<file path="src/hw/rtl/bpa_pkg.sv">
`default_nettype none
package bpa_pkg;

  // Fixed field and datapath widths.
  localparam int START_W = 18;  // page numbers with room for a block end past the pool
  localparam int ORD_W   = 5;   // order values up to thirty-one
  localparam int WORD_W  = 64;  // bits per memory word of the free map
  localparam int BIT_W   = 6;

  // Datapath operations.
  localparam logic [3:0] OP_NOP  = 4'd0;
  localparam logic [3:0] OP_LOAD = 4'd1;
  localparam logic [3:0] OP_FIND = 4'd2;
  localparam logic [3:0] OP_FRD  = 4'd3;
  localparam logic [3:0] OP_PICK = 4'd4;
  localparam logic [3:0] OP_SRD  = 4'd5;
  localparam logic [3:0] OP_SWR  = 4'd6;
  localparam logic [3:0] OP_MRD  = 4'd7;
  localparam logic [3:0] OP_MCLR = 4'd8;
  localparam logic [3:0] OP_TRD  = 4'd9;
  localparam logic [3:0] OP_INIT = 4'd10;

  localparam logic CMD_ALLOC   = 1'b0;
  localparam logic CMD_RELEASE = 1'b1;

  typedef struct packed {
    logic        cmd;
    logic [10:0] page_count;
    logic [11:0] page_index;
  } bpa_req_t;

  typedef struct packed {
    logic [11:0] start_page;
    logic        status;
  } bpa_resp_t;

  typedef struct packed {
    logic [3:0] op;
    logic       emit;
    logic       fail;
  } dp_cmd_t;

  typedef struct packed {
    logic init_done;
    logic alloc;
    logic too_big;
    logic hit;
    logic more_split;
    logic fits;
    logic can_merge;
    logic buddy_free;
  } dp_stat_t;

  // Order of a page count: ceil(log2(count)), zero for counts of zero and one.
  function automatic logic [ORD_W-1:0] count_to_order(input logic [10:0] cnt);
    logic [10:0]      c;
    logic [ORD_W-1:0] k;
    c = cnt - 11'd1;
    k = '0;
    if (cnt > 11'd1) begin
      for (int i = 0; i < 11; i++) begin
        if (c[i]) k = ORD_W'(i + 1);
      end
    end
    return k;
  endfunction

  // Lowest set bit of a map word.
  function automatic logic [BIT_W-1:0] low_bit(input logic [WORD_W-1:0] w);
    logic [BIT_W-1:0] b;
    b = '0;
    for (int i = WORD_W - 1; i >= 0; i--) begin
      if (w[i]) b = BIT_W'(i);
    end
    return b;
  endfunction

endpackage
`default_nettype wire

</file>
<file path="src/hw/rtl/bpa_ctrl.sv">
`default_nettype none
module bpa_ctrl
  import bpa_pkg::*;
(
  input  wire logic     clk,
  input  wire logic     rst_n,
  input  wire logic     start,
  output logic          busy,
  input  wire dp_stat_t stat,
  output dp_cmd_t       dcmd
);

  localparam logic [3:0] S_INIT   = 4'd0;
  localparam logic [3:0] S_IDLE   = 4'd1;
  localparam logic [3:0] S_DECIDE = 4'd2;
  localparam logic [3:0] S_FOUND  = 4'd3;
  localparam logic [3:0] S_PICK   = 4'd4;
  localparam logic [3:0] S_SCHK   = 4'd5;
  localparam logic [3:0] S_SWR    = 4'd6;
  localparam logic [3:0] S_MCHK   = 4'd7;
  localparam logic [3:0] S_MTEST  = 4'd8;
  localparam logic [3:0] S_TWR    = 4'd9;

  logic [3:0] state_r, state_nxt;

  assign busy = (state_r != S_IDLE);

  // Next state and datapath command.
  always_comb begin
    state_nxt = state_r;
    dcmd      = '{op: OP_NOP, emit: 1'b0, fail: 1'b0};
    unique case (state_r)
      S_INIT: begin
        if (stat.init_done) state_nxt = S_IDLE;
        else dcmd.op = OP_INIT;
      end
      S_IDLE: begin
        if (start) begin
          dcmd.op   = OP_LOAD;
          state_nxt = S_DECIDE;
        end
      end
      S_DECIDE: begin
        if (stat.too_big) begin
          dcmd.emit = 1'b1;
          dcmd.fail = stat.alloc;
          state_nxt = S_IDLE;
        end else if (stat.alloc) begin
          dcmd.op   = OP_FIND;
          state_nxt = S_FOUND;
        end else if (!stat.fits) begin
          dcmd.emit = 1'b1;
          state_nxt = S_IDLE;
        end else begin
          state_nxt = S_MCHK;
        end
      end
      S_FOUND: begin
        if (!stat.hit) begin
          dcmd.emit = 1'b1;
          dcmd.fail = 1'b1;
          state_nxt = S_IDLE;
        end else begin
          dcmd.op   = OP_FRD;
          state_nxt = S_PICK;
        end
      end
      S_PICK: begin
        dcmd.op   = OP_PICK;
        state_nxt = S_SCHK;
      end
      S_SCHK: begin
        if (stat.more_split) begin
          dcmd.op   = OP_SRD;
          state_nxt = S_SWR;
        end else begin
          dcmd.emit = 1'b1;
          state_nxt = S_IDLE;
        end
      end
      S_SWR: begin
        dcmd.op   = OP_SWR;
        state_nxt = S_SCHK;
      end
      S_MCHK: begin
        if (stat.can_merge) begin
          dcmd.op   = OP_MRD;
          state_nxt = S_MTEST;
        end else begin
          dcmd.op   = OP_TRD;
          state_nxt = S_TWR;
        end
      end
      S_MTEST: begin
        if (stat.buddy_free) begin
          dcmd.op   = OP_MCLR;
          state_nxt = S_MCHK;
        end else begin
          dcmd.op   = OP_TRD;
          state_nxt = S_TWR;
        end
      end
      S_TWR: begin
        dcmd.op   = OP_SWR;
        dcmd.emit = 1'b1;
        state_nxt = S_IDLE;
      end
      default: state_nxt = S_INIT;
    endcase
  end

  always_ff @(posedge clk) begin
    if (!rst_n) state_r <= S_INIT;
    else state_r <= state_nxt;
  end

endmodule
`default_nettype wire

</file>
<file path="config.mk">
export PLATFORM = sky130hd
export DESIGN_NAME = bpa_ctrl
export DESIGN_NICKNAME = d
export VERILOG_FILES = /design/src/hw/rtl/bpa_pkg.sv /design/src/hw/rtl/bpa_ctrl.sv
export SDC_FILE = /design/constraint.sdc
export NUM_CORES = 1
export LEC_CHECK = 0
export BUFFER_PORTS_ARGS = -buffer_cell sky130_fd_sc_hd__buf_4
export CAP_MARGIN = 15
export CORE_AREA = 2 2 39 41
export DETAILED_ROUTE_END_ITERATION = 12
export DIE_AREA = 0 0 41 43
export SLEW_MARGIN = 20
export SYNTH_ARGS = -nofsm -noshare
export SYNTH_HDL_FRONTEND = slang
export SYNTH_SLANG_ARGS = --single-unit
</file>
<file path="constraint.sdc">
create_clock -name clk -period 1.75 [get_ports clk]
set_input_delay 0.0875 -clock clk [delete_from_list [all_inputs] [get_ports clk]]
set_output_delay 0.0875 -clock clk [all_outputs]
set_load 0.05 [all_outputs]
</file>
# ---- Yosys cells after proc, flatten, opt, wreduce, memory -nomap -nowiden
# Cells that the tools add are included.
dict set report word_totals {
  regBits 4
  latchBits 0
  ramBits 0
  mem_bits_ro 0
  in_bits 11
  elab_cells 44
  mem_count 0
}
dict set report op_classes {
  n_addsub 0
  n_mul 0
  div 0
  order_cmp 0
  eq_ne 12
  shifts 0
  mux 27
  n_bitwise 0
  n_reduce_logical 4
}
# cell count
set op_table {}
lappend op_table {{one-hot mux 4 bit (9 select lines)} 2}
lappend op_table {{2-to-1 mux 4 bit} 7}
lappend op_table {{== test 4 x 3 -> 1 bit (second input constant)} 4}
lappend op_table {{2-to-1 mux 3 bit} 4}
lappend op_table {{== test 4 x 2 -> 1 bit (second input constant)} 2}
lappend op_table {{== test 4 bit (second input constant)} 2}
lappend op_table {{2-to-1 mux 1 bit} 8}
lappend op_table {{2-to-1 mux 2 bit} 4}
lappend op_table {{== test 4 x 1 -> 1 bit (second input constant)} 1}
lappend op_table {{logical NOT 4 bit} 1}
lappend op_table {{!= test 2 bit (second input constant)} 2}
lappend op_table {{!= test 4 x 1 -> 1 bit (second input constant)} 1}
lappend op_table {{one-hot mux 1 bit (4 select lines)} 1}
lappend op_table {{OR reduction 2 bit} 2}
lappend op_table {{one-hot mux 1 bit (2 select lines)} 1}
lappend op_table {{AND reduction 2 bit} 1}

# ---- Depth between registers and ports, before layout
# Gate-level depths: netlist of the first run.
dict set report depth {
  word_depth 4
  mapped_depth 6
  mapped_depth_nobuf 4
}

# ---- Least setup slack after synthesis of the first run
# OpenSTA, ideal clock, no wires.
dict set report synth_path {
  path_kind {reg-to-output}
  startpoint {register state_r[1]}
  endpoint {output port dcmd[3] in the netlist's numbering}
  t_arrival_ns 2.650
  required_ns 1.662
  setup_slack_ns -0.988
  path_stages_with_launch 5
  path_cell_list {dfxtp_1 -> buf_2 -> buf_1 -> a31oi_1 -> o311ai_0}
}
# item line
set synth_lines {}
lappend synth_lines {{from (decl)} bpa_ctrl.sv:24} ;# logic [3:0] state_r, state_nxt;
lappend synth_lines {{from (signal assigned)} bpa_ctrl.sv:114} ;# else state_r <= state_nxt;
lappend synth_lines {{to (decl)} bpa_ctrl.sv:10} ;# output dp_cmd_t dcmd

==> results.tsv, run 1 <==
metric	value	unit
outcome	finished, final reports clean	
HP Start	rst_n	
vias in the first global route	495	
Synth Register Bits	4	
core footprint	1380	um^2
routed wire length	1.38	mm
Synth top area share	15.8	%
Tmin final	1.70	ns
WHS Endpoint	state_r[2]$_SDFFE_PN0P_	
count of final hold-check violations	0	
FFs w/ async S/R, synth	0	%
Worst R2R Path Depth	3	
EDFF count, synth	0	
# diodes	0	
Seq/Total Area, Yosys	15.8	%
gpl congestion	0.759	
IO Pins	18	
TNS Setup	0	ns
CP max FO	4	
Skew-Pair Late Insertion Delay	0.23	ns
ANT nets after route	0	
Synthesized Nets	85	
Worst VDD drop	0.374	mV
WL met3	74	um
DR vias/cell	5.59	
Setup WS post-layout	0.0518	ns
Synth Area in XOR/XNOR	0	%
clk buf depth	2	
CTS tree	done	
syn avg cell area	6.85	um^2
mux share of post-synthesis cell area	4.20	%
H-tree levels	1	
largest net degree at the start of global routing	17	
combinational family with the most area after synthesis	simple AND/OR/NAND/NOR gates	
Crit Reg-Reg Endpoint	state_r[2]$_SDFFE_PN0P_	
drt first pass iters	4	
Die Ht	43	um
dpl cell area	678	um^2
Area growth syn-to-layout	41.7	%
Max-slew headroom	83.9	%
Mapped Cells	74	
Max Slew Vio Count	0	
post-synth cell types	34	
Worst-Margin Slew	0.241	ns
number of remaining DRC errors	0	
initial DRC count	13	
die outline area	1760	um^2
Yosys top cell by area	dfxtp_1	
reg2reg setup slack	0.38	ns
WL met2	697	um
clk sinks	4	
DP Cell Count	106	
Nets	106	
leakage	0.000286	uW
crit share post-route	97.0	%
initial antenna violation count	0	
Crit path required time	1.66	ns
Top FF cell, synth	dfxtp_1	
Buffers on Ports	17	
clk slew on worst S/H paths	0.04	ns
critical setup path kind	reg2out	
mapped cell area	507	um^2
Pwr Density	707	nW/um^2
max frequency	0.589	GHz
Synth Area in Adders	0	%
row cnt	14	
CTS buffer count	3	
global-route wire length before repair	2.12	mm
Max-Cap Viols	0	
global route overflow	0	
ratio of cells with drive above 1 in the final layout	38.7	%
starting density of the core	36.6	%
Final Cell Area	718	um^2
top flop regs	state_r x4	
fin cells	109	
critical path launch point	state_r[1]$_SDFFE_PN0P_	
pre-CTS WS	0.230	ns
routed len/inst	12.7	um
Final HPWL DP	1.06	mm
CP arrival	1.61	ns
Core Util, Final	51.9	%
Hold Crit Depth	2	
Die W	41	um
Hold Crit Class	in2reg	
simple-gate share of the synthesized area	39.5	%
CP Capture Type	primary output	
Synth area leaders	dfxtp_1 (16%), a31oi_1 (6.2%), nand2_1 (5.2%)	
# setup viols final	0	
critical path launch point type	register	
final worst clock skew	0.00213	ns
top cells by count, synth	nand2_1 (7), nor2_1 (7), a31oi_1 (5), nor3_1 (5)	
worst r2r src	state_r[2]$_SDFFE_PN0P_	
Ys Warns	0	
hold_buf cts	0	
DR top layer	met3	
Compound-Gate Fraction of Synth Area	33.1	%
Largest Register	state_r	
via count	609	
All-Layer GR Usage	17.0	%
Root Buffer	clkbuf_4	
max reg flops	4	
Metal-1 WL	608	um
-- cell usage in the layout (no fill, tap or decap), types with 2 or more instances in the layout --
cell type / count
nand3b_1: 2
a21oi_1: 3
o21a_1: 3
a31oi_1: 5
buf_4: 20
nand2_1: 7
nand2b_1: 3
nor2b_1: 3
o21ai_0: 3
clkbuf_4: 3
o22ai_1: 3
dfxtp_1: 3
nor2_1: 6
nor3_1: 5
buf_6: 2
-- kinds of logic (layout without fill, tap and decap cells) --
logic type,Yosys count,after routing
multiplexers,2,2
AO/OA/AOI/OAI,26,26
buffers and inverters,7,26
flip-flops,4,4
AND/OR/NAND/NOR,35,35
-- per-layer routing --
metal / up-vias / global-route usage, %
met2: 23 / 24.4
met4: 0 / 6.00
met5: - / 0
li1: 314 / -
met3: 0 / 1.57
met1: 272 / 25.3
-- worst max-delay path by stage --
stage	to	slack (ns)	depth (start not counted)
2_1_floorplan	dcmd[5]	-0.03	4
3_5_place_dp	dcmd[2]	0.23	6
5_1_grt	dcmd[1]	-0.01	5
6_report	dcmd[1]	0.05	5
4_1_cts	dcmd[2]	0.02	6
3_3_place_gp	dcmd[2]	0.24	6
-- timing repair --
action | CTS | global route
setup endpoints to repair | 1 | 3
resized for setup | 1 | 4
setup buffers | 0 | 0
cloned | 0 | 0
pin swaps | 0 | 1
-- where the power goes --
group          internal (uW)  total [uW]  switching (uW)  leakage [uW]
clock network           76.5         111            34.5     0.0000138
registers               99.4         106            6.11     0.0000332
logic                    115         291             176      0.000239
total                    291         508             217      0.000286
-- final cells by class --
type,instances,area [um^2]
well taps,16,20.0
multi-input cells,63,418
flip-flops and latches,4,81.3
clock buffers,3,22.5
inverters,1,3.75
repair buffers,22,173
fillers,150,666
-- worst max-delay path, stage by stage (launching register included) --
cell and delay [ns]:
dfxtp_1 0.36, or3b_2 0.48, o22ai_1 0.17, o21ai_1 0.11, o21ai_2 0.09, buf_6 0.17
-- metrics by stage --
stage	total power (uW)	hold WS (ns)
5_1_grt	542	0.104
2_1_floorplan	310	0.205
3_3_place_gp	388	0.316
6_report	508	0.0900
3_5_place_dp	387	0.320
4_1_cts	500	0.0896
Power figures use the tool's default switching activity.
==> run 2: changes to the inputs <==
- CORE_AREA: 2 2 39 41 -> not set
- CORE_MARGIN: not set -> 2
- CORE_UTILIZATION: not set -> 35
- DIE_AREA: 0 0 41 43 -> not set
==> run 2 against run 1 <==
Fmax grew 2.1%. Wire length grew 2.0%. Via count grew 2.6%. Clock power is essentially flat. Sequential share of layout area grew 0.41 points. Combinational power grew 2%. Count of clock-buffer cells in the layout is the same. Worst hold slack gained 0.0015 ns. Design area grew 2.4%. Critical path type unchanged. First-iteration DRC count shrank 46%. Sequential power is essentially flat.
==> results.tsv, run 2 (synthesized netlist as in run 1, its figures left out) <==
metric	value	unit	change
Root Buffer	clkbuf_4		
# setup viols final	0		unchanged
clk slew on worst S/H paths	0.03	ns	about the same
commonest non-fill, non-tap cells in the layout	buf_4 (21), nand2_1 (7), nor2_1 (5), a31oi_1 (5), nor3_1 (5)		
Hold Crit Class	in2reg		
vias in the first global route	511		+3.2%
largest net degree at the start of global routing	17		unchanged
critical setup path kind	reg2out		
Area growth syn-to-layout	45.2	%	
count of final hold-check violations	0		unchanged
Worst VDD drop	0.348	mV	-6.9%
All-Layer GR Usage	15.9	%	-1.1 points
max reg flops	4		unchanged
global route overflow	0		unchanged
CP Cell Sequence	or4b_4 -> nor2_2 -> nand2_1 -> o311ai_2 -> buf_6		
commonest non-fill, non-tap cell in the layout	buf_4		
gpl congestion	0.801		+5.6%
Nets	107		+0.94%
hold_buf cts	0		unchanged
DR vias/cell	5.73		+2.6%
drt first pass iters	4		unchanged
Skew-Pair Late Insertion Delay	0.23	ns	about the same
Tmin final	1.66	ns	-0.0342 ns
H-tree levels	1		unchanged
clk buf depth	2		unchanged
final worst clock skew	0.00467	ns	+0.00254 ns
Crit path required time	1.66	ns	about the same
Die W	42.1	um	+2.6%
ANT nets after route	0		unchanged
top flop regs	state_r x4		
Final Cell Area	736	um^2	+2.4%
crit-path leading delay family	simple AND/OR/NAND/NOR gates		
# diodes	0		unchanged
Pwr Density	700	nW/um^2	-1.0%
crit share post-route	95.1	%	-2.0 points
initial antenna violation count	0		unchanged
Slowest-stage cell, CP	or4b_4		
via count	625		+2.6%
routed wire length	1.41	mm	+2.0%
CTS tree	done		
clk sinks	4		unchanged
routed len/inst	12.9	um	+2.0%
number of remaining DRC errors	0		unchanged
leakage	0.000296	uW	+3.4%
row cnt	13		-1
Die Ht	42.1	um	-2.2%
Max Slew Vio Count	0		unchanged
Max stage delay on crit path	0.54	ns	+0.06 ns
unrepaired setup endpoints after global routing	no		
core footprint	1330	um^2	-3.6%
CTS buffer count	3		unchanged
outcome	finished, final reports clean		
CP arrival	1.58	ns	-0.03 ns
CP max FO	10		+6
initial DRC count	7		-6
TNS Setup	0	ns	unchanged
Buf/Inv on CP	1		unchanged
IO Pins	18		unchanged
max frequency	0.601	GHz	+2.1%
die outline area	1770	um^2	+0.29%
dpl cell area	677	um^2	-0.18%
worst hold slack	0.0915	ns	+0.00154 ns
Worst-Margin Slew	0.261	ns	+0.0200 ns
global-route wire length before repair	2.21	mm	+4.2%
Largest Register	state_r		
Max-Cap Viols	0		unchanged
ratio of cells with drive above 1 in the final layout	43.6	%	+4.9 points
Buffers on Ports	17		unchanged
critical path launch point type	register		
CP Capture Type	primary output		
Final HPWL DP	1.09	mm	+3.2%
Max-slew headroom	82.6	%	-1.4 points
starting density of the core	38.0	%	+1.4 points
[run 2: cell types whose count changed in the layout (fill, tap and decap cells not counted), sizes merged]
cell and change:
buf +1
[run 2: routing by layer]
layer | GRT usage, % | vias up | wire, um
li1 | - | 318 | -
met1 | 21.5 | 296 | 685
met2 | 24.1 | 11 | 677
met3 | 3.45 | 0 | 44
met4 | 6.88 | 0 | 0
met5 | 0 | - | 0
[run 2: final timing paths]
kind | start | end | slack [ns] | cells after the start
worst max-delay path | state_r[2]$_SDFFE_PN0P_ | dcmd[3] | 0.09 | 5
worst min register to register | state_r[2]$_SDFFE_PN0P_ | state_r[3]$_SDFFE_PN0P_ | 0.65 | 2
worst max register to register | state_r[2]$_SDFFE_PN0P_ | state_r[2]$_SDFFE_PN0P_ | 0.23 | 4
worst min-delay path | rst_n | state_r[2]$_SDFFE_PN0P_ | 0.09 | 2
[run 2: cell type report]
class | instances | area, um^2
fill | 144 | 598
multi-input combinational | 63 | 424
timing repair buffer | 23 | 180
sequential | 4 | 86.3
clock buffer | 3 | 22.5
tap | 15 | 18.8
inverter | 1 | 3.75
[run 2: power breakdown]
part	switching [uW]	internal (uW)	total (uW)
Combinational	176	121	297
Sequential	7.20	99.3	106
Clock	35.3	76.5	112
Total	218	296	515
[run 2: worst register-to-register path, delay by kind of cell (launching register included)]
| kind | cells | cell delay (ns) |
|---|---|---|
| and+or+nand+nor | 2 | 0.80 |
| DFF | 1 | 0.36 |
| buffers and inverters | 1 | 0.16 |
| AOI/OAI and AO/OA | 1 | 0.14 |
[run 2: what timing repair did]
item | CTS | global route
resized for setup | 3 | 7
buffers inserted | 0 | 1
pin swaps | 0 | 1
hold endpoints to repair | 0 | 0
setup endpoints to repair | 2 | 3
[run 2: through the flow]
| stage | setup slack [ns] | power (uW) | cells | utilization, % |
|---|---|---|---|---|
| 2_1_floorplan | -0.0264 | 310 | 74 | - |
| 3_3_place_gp | 0.215 | 391 | 105 | 50.8 |
| 3_5_place_dp | 0.195 | 390 | 105 | 50.8 |
| 4_1_cts | 0.0107 | 515 | 108 | 53.1 |
| 5_1_grt | 0.00134 | 558 | 109 | 55.2 |
| 6_report | 0.0860 | 515 | 109 | 55.2 |
==> run 3: changes to the inputs <==
- ABC_AREA: not set -> 1
- CORE_AREA: not set -> 2 2 39 41
- CORE_MARGIN: 2 -> not set
- CORE_UTILIZATION: 35 -> not set
- DIE_AREA: not set -> 0 0 41 43
- clock period: 1.75 -> 2.1 ns (I/O delays scaled with it)
==> run 3 against run 2 <==
Setup slack improved by 0.44 ns. First-iteration DRC count grew to 3.1 times the previous value. Critical path depth is the same. Non-clock buffer count shrank 6. Worst hold slack gained 0.063 ns. Sequential cell count stayed put. Utilization shrank 14 points. Largest power group unchanged. Total power decreased by 31%. Largest cell class unchanged.
==> results.tsv, run 3 <==
metric	value	unit	change
Hold Crit Depth	3		+1
final worst clock skew	0.00458	ns	-0.0000862 ns
Top FF cell, synth	dfxtp_1		
row cnt	14		+1
critical setup path kind	reg2out		
global route overflow	0		unchanged
Seq/Total Area, Yosys	20.1	%	+4.3 points
Crit Reg-Reg Endpoint	state_r[0]$_SDFFE_PN0P_		
CP max FO	5		-5
# setup viols final	0		unchanged
initial antenna violation count	0		unchanged
CP Capture Type	primary output		
EDFF count, synth	0		unchanged
Die Ht	43	um	+2.3%
hold_buf cts	0		unchanged
Max Slew Vio Count	0		unchanged
vias in the first global route	472		-7.6%
leakage	0.000307	uW	+3.8%
gpl congestion	0.876		+9.3%
Resized Gates After CTS	0		-3
max frequency	0.634	GHz	
Die W	41	um	-2.5%
reg2reg setup slack	0.82	ns	+0.59 ns
Max-Cap Viols	0		unchanged
Buffers on Ports	17		unchanged
CTS tree	done		
Max-slew headroom	78.9	%	-3.7 points
post-synth cell types	19		-44%
routed len/inst	10.5	um	-18%
max reg flops	4		unchanged
crit share post-route	75.2	%	
HP Start	rst_n		
pre-CTS WS	0.755	ns	+0.560 ns
clk sinks	4		unchanged
initial DRC count	22		+15
global-route wire length before repair	1.81	mm	-18%
Yosys top cell by area	dfxtp_1		
mapped cell area	398	um^2	-21%
worst r2r src	state_r[3]$_SDFFE_PN0P_		
DR vias/cell	4.86		-15%
IO Pins	18		unchanged
All-Layer GR Usage	15.1	%	-0.77 points
Synth area leaders	dfxtp_1 (20%), nand2_1 (19%), inv_1 (9.4%)		
drt first pass iters	4		unchanged
critical path launch point type	register		
Pwr Density	627	nW/um^2	-10%
core footprint	1380	um^2	+3.8%
syn avg cell area	5.53	um^2	-19%
count of final hold-check violations	0		unchanged
Area growth syn-to-layout	42.8	%	
Setup WS post-layout	0.522	ns	+0.436 ns
WHS Endpoint	state_r[1]$_SDFFE_PN0P_		
Final HPWL DP	948	um	-13%
Tmin final	1.58	ns	
Synth Register Bits	4		unchanged
top flop regs	state_r x4		
commonest non-fill, non-tap cell in the layout	nand2_1		
count leader, synth	nand2_1		
number of remaining DRC errors	0		unchanged
Worst-Margin Slew	0.315	ns	+0.0544 ns
Largest Register	state_r		
Skew-Pair Late Insertion Delay	0.23	ns	about the same
outcome	finished, final reports clean		
Worst VDD drop	0.551	mV	+58%
Root Buffer	clkbuf_4		
Ys Warns	0		unchanged
Mapped Cells	72		-2.7%
Nets	105		-1.9%
Post-CTS Setup Inserts	0		unchanged
starting density of the core	28.8	%	-9.2 points
Synth top area share	20.1	%	+4.3 points
CTS buffer count	3		unchanged
Worst R2R Path Depth	7		+3
unrepaired setup endpoints after global routing	no		
top cells by count, synth	nand2_1 (20), inv_1 (10), nor2_1 (10)		
via count	525		-16%
Crit path required time	2.00	ns	+0.34 ns
CP arrival	1.47	ns	-0.11 ns
TNS Setup	0	ns	unchanged
# diodes	0		unchanged
routed wire length	1.14	mm	-19%
ANT nets after route	0		unchanged
clk buf depth	2		unchanged
clk slew on worst S/H paths	0.03	ns	about the same
FFs w/ async S/R, synth	0	%	unchanged
commonest non-fill, non-tap cells in the layout	nand2_1 (20), buf_4 (17), nor2_1 (10), inv_1 (10), nand3_1 (6)		
ratio of cells with drive above 1 in the final layout	27.2	%	-16 points
Hold Crit Class	in2reg		
die outline area	1760	um^2	-0.29%
largest net degree at the start of global routing	7		-10
Synthesized Nets	83		-2.4%
H-tree levels	1		unchanged
[run 3: changes by cell type after synthesis, sizes merged, moves of 4 or more]
cell,before,now
o22ai,4,0
nor2,7,11
buf,5,0
nand3,1,6
inv,1,12
o21ai,5,1
nand2,7,21
[run 3: metrics by stage]
step | std cells | utilization [%] | power, uW | instance area (um^2) | hold WS, ns
global placement | 105 | 39.4 | 267 | 546 | 0.380
global route | 108 | 41.0 | 385 | 568 | 0.175
detailed placement | 105 | 39.4 | 266 | 546 | 0.387
CTS | 108 | 41.0 | 363 | 568 | 0.148
finish | 108 | 41.0 | 356 | 568 | 0.155
floorplan | 72 | - | 210 | 398 | 0.267
[run 3: layer usage]
layer,GRT usage [%],part of all wire (%),vias up
met1,19.0,44,228
met4,4.00,0,0
met3,6.28,6.5,0
li1,-,-,279
met2,22.8,49,18
met5,0,0,-
[run 3: cell families (layout without fill, tap and decap cells)]
logic type / after synthesis / in the layout / share of synthesized area (%)
DFF: 4 / 4 / 20.1
AOI/OAI and AO/OA: 10 / 10 / 15.1
and+or+nand+nor: 46 / 46 / 53.5
buffers and inverters: 12 / 32 / 11.3
[run 3: layout make-up]
class	count	area, um^2
Inverter	12	45.0
Timing Repair Buffer	17	128
Multi-Input combinational cell	56	273
Fill cell	152	816
Sequential cell	4	80.1
Clock buffer	3	22.5
Tap cell	16	20.0
[run 3: how the worst max path moves through the flow]
stage                            start      end  slack (ns)
2_1_floorplan  state_r[0]$_SDFFE_PN0P_  dcmd[4]        0.69
3_3_place_gp   state_r[1]$_SDFFE_PN0P_  dcmd[1]        0.75
3_5_place_dp   state_r[1]$_SDFFE_PN0P_  dcmd[1]        0.76
4_1_cts        state_r[1]$_SDFFE_PN0P_  dcmd[1]        0.50
5_1_grt        state_r[1]$_SDFFE_PN0P_  dcmd[0]        0.39
6_report       state_r[1]$_SDFFE_PN0P_  dcmd[3]        0.52
[run 3: power by group]
part           internal [uW]  total (uW)  switching (uW)
combinational           57.4         175             117
clock                   63.6        91.0            27.4
sequential              82.4        90.5            8.07
[run 3: worst max-delay path, stage by stage (launching register included)]
cell     delay, ns
dfxtp_1       0.44
inv_2         0.09
nor3_2        0.32
nand2_1       0.09
nand4_1       0.10
buf_4         0.20
